### config.mk
export PLATFORM = sky130hd
export DESIGN_NAME = double_step_line_rasterizer
export DESIGN_NICKNAME = d
export VERILOG_FILES = /design/src/rtl/dslr_pkg.sv /design/src/rtl/dslr_setup.sv /design/src/rtl/dslr_advance.sv /design/src/rtl/double_step_line_rasterizer.sv
export SDC_FILE = /design/constraint.sdc
export NUM_CORES = 1
export LEC_CHECK = 0
export BUFFER_PORTS_ARGS = -buffer_cell sky130_fd_sc_hd__buf_2
export CAP_MARGIN = 0
export CORE_ASPECT_RATIO = 0.75
export CORE_UTILIZATION = 63
export DETAILED_ROUTE_END_ITERATION = 8
export MAX_ROUTING_LAYER = met4
export PLACE_DENSITY = 0.83
export SETUP_SLACK_MARGIN = 0.15
export SLEW_MARGIN = 20
export SYNTH_ARGS = -nofsm -noshare
export SYNTH_HDL_FRONTEND = slang
export SYNTH_SLANG_ARGS = --single-unit
### constraint.sdc
create_clock -name clk -period 10.4 [get_ports clk]
set_input_delay 1.04 -clock clk [delete_from_list [all_inputs] [get_ports clk]]
set_output_delay 1.04 -clock clk [all_outputs]
set_load 0.005 [all_outputs]
### src/rtl/dslr_pkg.sv
// Shared definitions for the double-step line rasterizer.
// Holds default widths and the line mode flags. No dependencies.
`default_nettype none

package dslr_pkg;

  localparam int unsigned DSLR_COORD_BITS = 12;
  localparam int unsigned DSLR_COLOR_BITS = 24;

  // Opcode of an input item.
  localparam logic OP_START   = 1'b0;
  localparam logic OP_ADVANCE = 1'b1;

  // Per-line mode bits, fixed at start.
  typedef struct packed {
    logic second;  // 4*minor >= 2*major branch
    logic yneg;    // y steps down from the first endpoint
    logic xneg;    // x steps down from the first endpoint
    logic ymaj;    // y is the major axis
  } mode_t;

endpackage

`default_nettype wire

### src/rtl/dslr_setup.sv
// Line setup: spans, major axis, step counts and decision terms for a start item.
// Depends on dslr_pkg.
`default_nettype none

module dslr_setup #(
  parameter int unsigned COORD_BITS = dslr_pkg::DSLR_COORD_BITS
) (
  input  wire logic [COORD_BITS-1:0]        x_start,
  input  wire logic [COORD_BITS-1:0]        y_start,
  input  wire logic [COORD_BITS-1:0]        x_end,
  input  wire logic [COORD_BITS-1:0]        y_end,
  output dslr_pkg::mode_t                   mode,
  output logic [COORD_BITS-3:0]             steps,
  output logic [1:0]                        extra,
  output logic signed [COORD_BITS+1:0]      thr,
  output logic signed [COORD_BITS+2:0]      inc1,
  output logic signed [COORD_BITS+2:0]      inc2,
  output logic signed [COORD_BITS+4:0]      dec,
  output logic                              active
);
  import dslr_pkg::*;

  localparam int unsigned CB = COORD_BITS;

  logic [CB-1:0]   dx, dy, mj, mn, mj_m1;
  logic            xneg, yneg, ymaj, second;
  logic [CB+2:0]   mn4, mj2;
  logic [CB+1:0]   mn_w, mj_w;

  always_comb begin
    xneg  = x_end < x_start;
    yneg  = y_end < y_start;
    dx    = xneg ? (x_start - x_end) : (x_end - x_start);
    dy    = yneg ? (y_start - y_end) : (y_end - y_start);
    ymaj  = !(dx > dy);
    mj    = ymaj ? dy : dx;
    mn    = ymaj ? dx : dy;
    mj_m1 = (mj == '0) ? '0 : (mj - {{(CB-1){1'b0}}, 1'b1});
    steps = mj_m1[CB-1:2];
    extra = mj_m1[1:0];

    mn4    = {3'b000, mn} << 2;
    mj2    = {3'b000, mj} << 1;
    inc2   = $signed(mn4 - mj2);
    second = !inc2[CB+2];

    mn_w = {2'b00, mn};
    mj_w = {2'b00, mj};
    thr  = second ? $signed((mn_w - mj_w) << 1) : $signed(mn_w << 1);
    inc1 = $signed({thr[CB+1], thr} << 1);
    dec  = second ? ($signed({{2{inc1[CB+2]}}, inc1}) + $signed({5'b00000, mj}))
                  : ($signed({{2{inc1[CB+2]}}, inc1}) - $signed({5'b00000, mj}));

    mode.second = second;
    mode.yneg   = yneg;
    mode.xneg   = xneg;
    mode.ymaj   = ymaj;
    active      = (steps != '0) || (extra != 2'b00);
  end

endmodule

`default_nettype wire

### src/rtl/dslr_advance.sv
// Advance step: one double step from both ends, or the closing extra pixels.
// Depends on dslr_pkg.
`default_nettype none

module dslr_advance #(
  parameter int unsigned COORD_BITS = dslr_pkg::DSLR_COORD_BITS
) (
  input  wire dslr_pkg::mode_t              mode,
  input  wire logic                         active,
  input  wire logic [COORD_BITS-3:0]        steps,
  input  wire logic [1:0]                   extra,
  input  wire logic signed [COORD_BITS+1:0] thr,
  input  wire logic signed [COORD_BITS+2:0] inc1,
  input  wire logic signed [COORD_BITS+2:0] inc2,
  input  wire logic signed [COORD_BITS+4:0] dec,
  input  wire logic [COORD_BITS-1:0]        front_x,
  input  wire logic [COORD_BITS-1:0]        front_y,
  input  wire logic [COORD_BITS-1:0]        back_x,
  input  wire logic [COORD_BITS-1:0]        back_y,
  output logic [2:0]                        count,
  output logic [COORD_BITS-1:0]             xa,
  output logic [COORD_BITS-1:0]             ya,
  output logic [COORD_BITS-1:0]             xb,
  output logic [COORD_BITS-1:0]             yb,
  output logic [COORD_BITS-1:0]             xc,
  output logic [COORD_BITS-1:0]             yc,
  output logic [COORD_BITS-1:0]             xd,
  output logic [COORD_BITS-1:0]             yd,
  output logic                              last,
  output logic [COORD_BITS-1:0]             front_x_next,
  output logic [COORD_BITS-1:0]             front_y_next,
  output logic [COORD_BITS-1:0]             back_x_next,
  output logic [COORD_BITS-1:0]             back_y_next,
  output logic signed [COORD_BITS+4:0]      dec_next,
  output logic [COORD_BITS-3:0]             steps_next,
  output logic                              active_next
);
  import dslr_pkg::*;

  localparam int unsigned CB = COORD_BITS;
  localparam int unsigned DW = COORD_BITS + 5;
  localparam int unsigned SW = COORD_BITS - 2;

  typedef enum logic [1:0] {
    KIND_AXIAL   = 2'd0,
    KIND_AX_DIAG = 2'd1,
    KIND_DIAG_AX = 2'd2,
    KIND_DIAG2   = 2'd3
  } kind_t;

  // Walk one coordinate by n unit steps, wrapping.
  function automatic logic [CB-1:0] walk(input logic [CB-1:0] v, input logic down,
                                          input logic [1:0] n);
    logic [CB-1:0] nn;
    begin
      nn   = {{(CB-2){1'b0}}, n};
      walk = down ? (v - nn) : (v + nn);
    end
  endfunction

  // Position of an end after a major and b minor steps; returns {x, y}.
  function automatic logic [2*CB-1:0] pos(input logic [CB-1:0] px, input logic [CB-1:0] py,
                                           input logic xdown, input logic ydown,
                                           input logic ymaj, input logic [1:0] a,
                                           input logic [1:0] b);
    begin
      pos = ymaj ? {walk(px, xdown, b), walk(py, ydown, a)}
                 : {walk(px, xdown, a), walk(py, ydown, b)};
    end
  endfunction

  kind_t                kind;
  logic [1:0]           f1, f2, g2;
  logic                 d1, d2, d3;
  logic signed [DW-1:0] thr_w;
  logic [2*CB-1:0]      pa, pb, pc, pd, ea, eb, ec;
  logic [SW-1:0]        steps_dec;

  always_comb begin
    thr_w = $signed({{(DW-CB-2){thr[CB+1]}}, thr});

    if (!mode.second && dec < 0)          kind = KIND_AXIAL;
    else if (mode.second && dec > 0)      kind = KIND_DIAG2;
    else if (dec < thr_w)                 kind = KIND_AX_DIAG;
    else                                  kind = KIND_DIAG_AX;

    unique case (kind)
      KIND_AXIAL:   begin f1 = 2'd0; f2 = 2'd0; end
      KIND_AX_DIAG: begin f1 = 2'd0; f2 = 2'd1; end
      KIND_DIAG_AX: begin f1 = 2'd1; f2 = 2'd1; end
      KIND_DIAG2:   begin f1 = 2'd1; f2 = 2'd2; end
      default:      begin f1 = 2'd0; f2 = 2'd0; end
    endcase

    // closing pixels: minor moves per extra step
    if (!mode.second && dec < 0) begin
      d1 = 1'b0; d2 = 1'b0; d3 = 1'b0;
    end else if (mode.second && dec > 0) begin
      d1 = 1'b1; d2 = 1'b1; d3 = 1'b1;
    end else if (dec < thr_w) begin
      d1 = 1'b0; d2 = 1'b1; d3 = 1'b0;
    end else begin
      d1 = 1'b1; d2 = 1'b0; d3 = mode.second ? (dec > thr_w) : 1'b1;
    end
    g2 = {1'b0, d1} + {1'b0, d2};

    pa = pos(front_x, front_y, mode.xneg, mode.yneg, mode.ymaj, 2'd1, f1);
    pb = pos(front_x, front_y, mode.xneg, mode.yneg, mode.ymaj, 2'd2, f2);
    pc = pos(back_x, back_y, !mode.xneg, !mode.yneg, mode.ymaj, 2'd1, f1);
    pd = pos(back_x, back_y, !mode.xneg, !mode.yneg, mode.ymaj, 2'd2, f2);
    ea = pos(front_x, front_y, mode.xneg, mode.yneg, mode.ymaj, 2'd1, {1'b0, d1});
    eb = pos(front_x, front_y, mode.xneg, mode.yneg, mode.ymaj, 2'd2, g2);
    ec = pos(back_x, back_y, !mode.xneg, !mode.yneg, mode.ymaj, 2'd1, {1'b0, d3});

    steps_dec = steps - {{(SW-1){1'b0}}, 1'b1};

    // default: no line, nothing moves
    count        = 3'd0;
    xa = '0; ya = '0; xb = '0; yb = '0;
    xc = '0; yc = '0; xd = '0; yd = '0;
    last         = 1'b1;
    front_x_next = front_x;
    front_y_next = front_y;
    back_x_next  = back_x;
    back_y_next  = back_y;
    dec_next     = dec;
    steps_next   = steps;
    active_next  = active;

    if (active && steps != '0) begin
      count        = 3'd4;
      {xa, ya}     = pa;
      {xb, yb}     = pb;
      {xc, yc}     = pc;
      {xd, yd}     = pd;
      {front_x_next, front_y_next} = pb;
      {back_x_next, back_y_next}   = pd;
      dec_next     = dec + ((kind == KIND_AXIAL || kind == KIND_DIAG2)
                            ? $signed({{2{inc1[CB+2]}}, inc1})
                            : $signed({{2{inc2[CB+2]}}, inc2}));
      steps_next   = steps_dec;
      last         = (steps_dec == '0) && (extra == 2'b00);
      active_next  = !last;
    end else if (active) begin
      count = {1'b0, extra};
      if (extra != 2'b00) {xa, ya} = ea;
      if (extra > 2'd1)   {xb, yb} = eb;
      if (extra > 2'd2)   {xc, yc} = ec;
      active_next = 1'b0;
    end
  end

endmodule

`default_nettype wire

### src/rtl/double_step_line_rasterizer.sv
// Top level of the symmetric double-step line rasterizer.
// Depends on dslr_pkg, dslr_setup and dslr_advance.
`default_nettype none

// Symmetric double-step line rasterizer. Send a start item (op = 0) with both
// endpoints and a color; its result holds the two endpoint pixels. Then send
// advance items (op = 1): each returns four pixels, two walked in from each
// end. The final advance sets last and returns the one to three middle pixels,
// or the last four walked pixels if no middle pixels are left. A start whose
// result already has last set (zero length or major span of one) needs no
// advance. An advance with no line in progress returns an empty group with
// last set. A start always drops any line in progress. Timing: one item per
// cycle. All work for an item sits between the line state registers and the
// result register; in_stall only rises while out_stall holds a finished result.
module double_step_line_rasterizer #(
  parameter int unsigned COORD_BITS = dslr_pkg::DSLR_COORD_BITS,
  parameter int unsigned COLOR_BITS = dslr_pkg::DSLR_COLOR_BITS
) (
  input  wire logic                  clk,
  input  wire logic                  rst,
  // item input channel
  input  wire logic                  in_valid,
  output logic                       in_stall,
  input  wire logic                  op,
  input  wire logic [COORD_BITS-1:0] x_start,
  input  wire logic [COORD_BITS-1:0] y_start,
  input  wire logic [COORD_BITS-1:0] x_end,
  input  wire logic [COORD_BITS-1:0] y_end,
  input  wire logic [COLOR_BITS-1:0] pen_color,
  // pixel group output channel
  output logic                       out_valid,
  input  wire logic                  out_stall,
  output logic [2:0]                 pixel_count,
  output logic [COORD_BITS-1:0]      xa,
  output logic [COORD_BITS-1:0]      ya,
  output logic [COORD_BITS-1:0]      xb,
  output logic [COORD_BITS-1:0]      yb,
  output logic [COORD_BITS-1:0]      xc,
  output logic [COORD_BITS-1:0]      yc,
  output logic [COORD_BITS-1:0]      xd,
  output logic [COORD_BITS-1:0]      yd,
  output logic [COLOR_BITS-1:0]      pixel_color,
  output logic                       last
);
  import dslr_pkg::*;

  localparam int unsigned CB = COORD_BITS;
  localparam int unsigned DW = COORD_BITS + 5;
  localparam int unsigned SW = COORD_BITS - 2;

  // Line state
  logic [CB-1:0]          front_x, front_y, back_x, back_y;
  logic signed [DW-1:0]   decision;
  logic signed [CB+1:0]   threshold_c;
  logic signed [CB+2:0]   increment_one, increment_two;
  logic [SW-1:0]          steps_left;
  logic [1:0]             extra_pixels;
  mode_t                  mode_flags;
  logic [COLOR_BITS-1:0]  line_color;
  logic                   active;

  // Setup results for a start item
  mode_t                  su_mode;
  logic [SW-1:0]          su_steps;
  logic [1:0]             su_extra;
  logic signed [CB+1:0]   su_thr;
  logic signed [CB+2:0]   su_inc1, su_inc2;
  logic signed [DW-1:0]   su_dec;
  logic                   su_active;

  // Advance results
  logic [2:0]             adv_count;
  logic [CB-1:0]          adv_xa, adv_ya, adv_xb, adv_yb, adv_xc, adv_yc, adv_xd, adv_yd;
  logic                   adv_last;
  logic [CB-1:0]          adv_fx, adv_fy, adv_bx, adv_by;
  logic signed [DW-1:0]   adv_dec;
  logic [SW-1:0]          adv_steps;
  logic                   adv_active;

  logic                   accept;

  dslr_setup #(.COORD_BITS(COORD_BITS)) u_setup (
    .x_start (x_start),
    .y_start (y_start),
    .x_end   (x_end),
    .y_end   (y_end),
    .mode    (su_mode),
    .steps   (su_steps),
    .extra   (su_extra),
    .thr     (su_thr),
    .inc1    (su_inc1),
    .inc2    (su_inc2),
    .dec     (su_dec),
    .active  (su_active)
  );

  dslr_advance #(.COORD_BITS(COORD_BITS)) u_advance (
    .mode         (mode_flags),
    .active       (active),
    .steps        (steps_left),
    .extra        (extra_pixels),
    .thr          (threshold_c),
    .inc1         (increment_one),
    .inc2         (increment_two),
    .dec          (decision),
    .front_x      (front_x),
    .front_y      (front_y),
    .back_x       (back_x),
    .back_y       (back_y),
    .count        (adv_count),
    .xa           (adv_xa),
    .ya           (adv_ya),
    .xb           (adv_xb),
    .yb           (adv_yb),
    .xc           (adv_xc),
    .yc           (adv_yc),
    .xd           (adv_xd),
    .yd           (adv_yd),
    .last         (adv_last),
    .front_x_next (adv_fx),
    .front_y_next (adv_fy),
    .back_x_next  (adv_bx),
    .back_y_next  (adv_by),
    .dec_next     (adv_dec),
    .steps_next   (adv_steps),
    .active_next  (adv_active)
  );

  // The result register is the only buffer: take a new item unless the held
  // result is stalled.
  assign in_stall = out_valid && out_stall;
  assign accept   = in_valid && !in_stall;

  // Control and line state
  always_ff @(posedge clk) begin
    if (rst) begin
      out_valid     <= 1'b0;
      active        <= 1'b0;
      front_x       <= '0;
      front_y       <= '0;
      back_x        <= '0;
      back_y        <= '0;
      decision      <= '0;
      threshold_c   <= '0;
      increment_one <= '0;
      increment_two <= '0;
      steps_left    <= '0;
      extra_pixels  <= '0;
      mode_flags    <= '0;
      line_color    <= '0;
    end else begin
      if (accept) begin
        out_valid <= 1'b1;
      end else if (!out_stall) begin
        out_valid <= 1'b0;
      end

      if (accept && op == OP_START) begin
        front_x       <= x_start;
        front_y       <= y_start;
        back_x        <= x_end;
        back_y        <= y_end;
        decision      <= su_dec;
        threshold_c   <= su_thr;
        increment_one <= su_inc1;
        increment_two <= su_inc2;
        steps_left    <= su_steps;
        extra_pixels  <= su_extra;
        mode_flags    <= su_mode;
        line_color    <= pen_color;
        active        <= su_active;
      end else if (accept && op == OP_ADVANCE) begin
        front_x    <= adv_fx;
        front_y    <= adv_fy;
        back_x     <= adv_bx;
        back_y     <= adv_by;
        decision   <= adv_dec;
        steps_left <= adv_steps;
        active     <= adv_active;
      end
    end
  end

  // Result payload, loaded on accept only
  always_ff @(posedge clk) begin
    if (accept) begin
      if (op == OP_START) begin
        pixel_count <= 3'd2;
        xa          <= x_start;
        ya          <= y_start;
        xb          <= x_end;
        yb          <= y_end;
        xc          <= '0;
        yc          <= '0;
        xd          <= '0;
        yd          <= '0;
        pixel_color <= pen_color;
        last        <= !su_active;
      end else begin
        pixel_count <= adv_count;
        xa          <= adv_xa;
        ya          <= adv_ya;
        xb          <= adv_xb;
        yb          <= adv_yb;
        xc          <= adv_xc;
        yc          <= adv_yc;
        xd          <= adv_xd;
        yd          <= adv_yd;
        pixel_color <= (adv_count != 3'd0) ? line_color : '0;
        last        <= adv_last;
      end
    end
  end

endmodule

`default_nettype wire

==> impl_metrics.tcl <==
set metrics [dict create \
    cp.required_ns 10.91 \
    grt_antenna_before_repair 14 \
    synth-xor-area-share_pct 9.03 \
    combPwrFrac_pct 77.8 \
    clock_skew_ns 0.0137 \
    synth-edff-count 124 \
    power_mw 10.4 \
    ys_warn_count 0 \
    peakVddDrop_mv 0.279 \
    avgSynthCellArea_um2 7.97 \
    grt_usage_pct 43.3 \
    synth_top_family_by_area "compound AO/OA/AOI/OAI gates" \
    grt_overflow 0 \
    switching_share_pct 53.4 \
    tightest_slew_ns 1.29 \
    cp_data_arrival_time_ns 10.06 \
    root_buffer "clkbuf_16" \
    cpPeakStageDelay_ns 0.52 \
    h-tree-depth 1 \
    hp-class "reg -> reg" \
    clk_pin_slew_ns 0.06 \
    start_util_pct 63.9 \
    final_cells 3945 \
    drtIter0Drc 3308 \
    viasPerCell 6.66 \
    layout.nets 3781 \
    core_region_area_um2 40700 \
    drive_gt1_share_pct 10.9 \
    yosysSeqAreaShare_pct 24.7 \
    wirelength_um 91200 \
    cp-end-kind "flop" \
    p_clk_share_pct 9.5 \
    max-cap-violations 0 \
    die_area_um2 42100 \
    setup_ws_ns 0.845 \
    synthSimpleGateAreaFrac_pct 15.2 \
    ctsLongestPathBuffers 3 \
    crit_start "y_end[0]" \
    die_h_um 178 \
    syn-cell-area_um2 26000 \
    reg2reg_from "decision[2]" \
    crit_path_max_fanout 30 \
    mappedNetlistNets 3667 \
    synth_seq_cells 258 \
    min_period_ns 9.55 \
    async_flop_share_pct 0 \
    slew_headroom_pct 13.6 \
    status "complete, no violations" \
    detailedPlace.worstSlack_ns -0.120 \
    final_max_slew_viol_count 0 \
    finalHoldViolations 0 \
    synthAdderAreaFrac_pct 16.9 \
    row_count 64 \
    whs_path_depth 2 \
    period_share_pct 91.9 \
    synthToLayoutAreaGrowth_pct 9.28 \
    synth_cell_types 87 \
    grt_pass1_wl_um 138000 \
    synth_compound_area_share_pct 26.5 \
    cts_inserted_buffers 27 \
    power-per-cell-area_nw_per_um2 366 \
    vias 26300 \
    synth_cells 3259 \
    post-dp-hpwl_um 69400 \
    ant_nets 0 \
    cts.sinks 258 \
    worstHoldStart "line_color[10]" \
    die_w_um 236 \
    grt_pass1_vias 24300 \
    critPathLaunchType "input port" \
    cts_tree "done" \
    dpl.cell_count 3869 \
    ios 203 \
    r2r_setup_slack_ns 2.97 \
    hold_end "line_color[10]" \
    drc 0 \
    crit_type "in -> reg" \
    fmax_mhz 105 \
    p_int_mw 4.85 \
    clock_latency_ns 0.59 \
    rr_endpoint "decision[16]" \
    sequentialPowerShare_pct 12.7 \
    grt_max_degree 80 \
    p_leak_nw 12.8 \
    drtPass1Iterations 8 \
    gp_congestion 1.06 \
    finalSetupTns_ns 0 \
    synth_ff_type "dfxtp_1" \
    wl_per_cell_um 23.1 \
    setup_viol 0 \
    numPortBuffers 202 \
    critPathMostFrequentCell "a21oi_1" \
    rr_worst_depth 29 \
    synth_mux_area_share_pct 1.86 \
    power_switching_mw 5.55 \
    slowest_stage "a21oi_1" \
    rsz0062_at_grt "no" \
]
through the flow:
| stage | utilization (%) | area [um^2] | hold slack, ns |
|---|---|---|---|
| after floorplan | - | 26000 | 0.432 |
| after global placement | 67.4 | 27400 | 0.440 |
| after detailed placement | 67.4 | 27400 | 0.449 |
| after CTS | 69.5 | 28300 | 0.462 |
| after global routing | 69.7 | 28400 | 0.475 |
| final | 69.8 | 28400 | 0.459 |
sequential cells by signal (all words and copies together), names as in the netlist, 13 cells and up:
signal         flops
threshold_c       13
decision          17
line_color        24
pixel_color       24
increment_two     14
cells by family after synthesis:
| kind of cell | Yosys count |
|---|---|
| AO/OA/AOI/OAI | 1085 |
| buffers and inverters | 396 |
| multiplexers | 46 |
| AND/OR/NAND/NOR | 874 |
| XOR/XNOR | 267 |
| adder cells (fa/ha/maj) | 333 |
| flip-flops | 258 |
how the worst max path moves through the flow:
stage | endpoint | slack, ns | depth (start not counted)
finish | decision[14] | 0.85 | 41
global route | decision[12] | 0.19 | 41
CTS | decision[14] | 0.47 | 41
detailed placement | decision[12] | -0.12 | 40
global placement | decision[12] | 0.23 | 40
floorplan | decision[12] | 0.72 | 47
final cells by class:
cell class                      instances  area [um^2]
Multi-Input combinational cell       2605        18100
Fill cell                            3260        12300
Sequential cell                       258         6410
Timing Repair Buffer                  255         1410
Inverter                              226          853
Clock buffer                           31          712
Tap cell                              528          661
Clock inverter                         19          155
Antenna cell                           23         57.6
routing by layer:
layer	GRT usage, %	part of all wire [%]	vias up
met5	-	0	-
met4	18.2	4.4	0
met3	9.13	13	287
met2	62.7	42	1735
met1	58.1	41	12300
li1	-	-	11900
power by group through the flow:
stage | clock [mW] | sequential [mW] | combinational, mW
after CTS | 0.982 | 1.31 | 7.76
after global placement | 0 | 1.33 | 7.40
final | 0.986 | 1.32 | 8.10
after global routing | 1.02 | 1.33 | 8.74
after floorplan | 0 | 1.30 | 5.67
after detailed placement | 0 | 1.33 | 7.67
worst max-delay path: cells and delay by family:
| family | cells | cell delay, ns |
|---|---|---|
| AOI/OAI and AO/OA | 23 | 5.03 |
| adders and majority gates | 5 | 1.43 |
| and+or+nand+nor | 6 | 1.39 |
| buffers and inverters | 6 | 0.81 |
| muxes | 1 | 0.34 |
cells in the mapped netlist, drive strengths merged, types with 21 or more instances:
cell type  instances  share of area (%)
nor2             308                4.5
o22ai             28               0.67
edfxtp           124                 14
clkbuf           126                1.8
inv              226                3.3
or3               21               0.51
a211oi            60                1.8
nand2            276                4.0
a22o              25               0.84
a31oi             22               0.53
o21a              26               0.75
nor3              55                1.1
xor2              80                2.7
nand2b            35               0.84
mux2i             31                1.2
xnor2            187                6.3
o21ai            238                4.6
buf               44               0.83
ha               302                 15
dfxtp            134                 10
o21bai            58                1.7
a21o              97                2.8
nor2b             36               0.87
a21oi            365                7.0
nand4             30               0.72
fa                29                2.2
nand3             38               0.73
repair_timing:
item,in CTS,in global routing
setup endpoints to repair,0,8
resized for setup,0,4
setup buffers,0,3
hold buffers,0,0
placed cells by master, fill, tap and decap left out, types with 57 or more instances in the layout:
| master | synthesis | layout |
|---|---|---|
| xnor2_1 | 187 | 187 |
| o21ai_0 | 223 | 222 |
| buf_2 | 22 | 201 |
| a21o_1 | 97 | 97 |
| a21oi_1 | 364 | 361 |
| dfxtp_1 | 134 | 133 |
| nand2_1 | 276 | 272 |
| a211oi_1 | 58 | 57 |
| xor2_1 | 79 | 78 |
| inv_1 | 219 | 218 |
| ha_1 | 302 | 302 |
| o21bai_1 | 58 | 58 |
| edfxtp_1 | 124 | 124 |
| nor2_1 | 308 | 305 |
(Power assumes the default switching activity.)
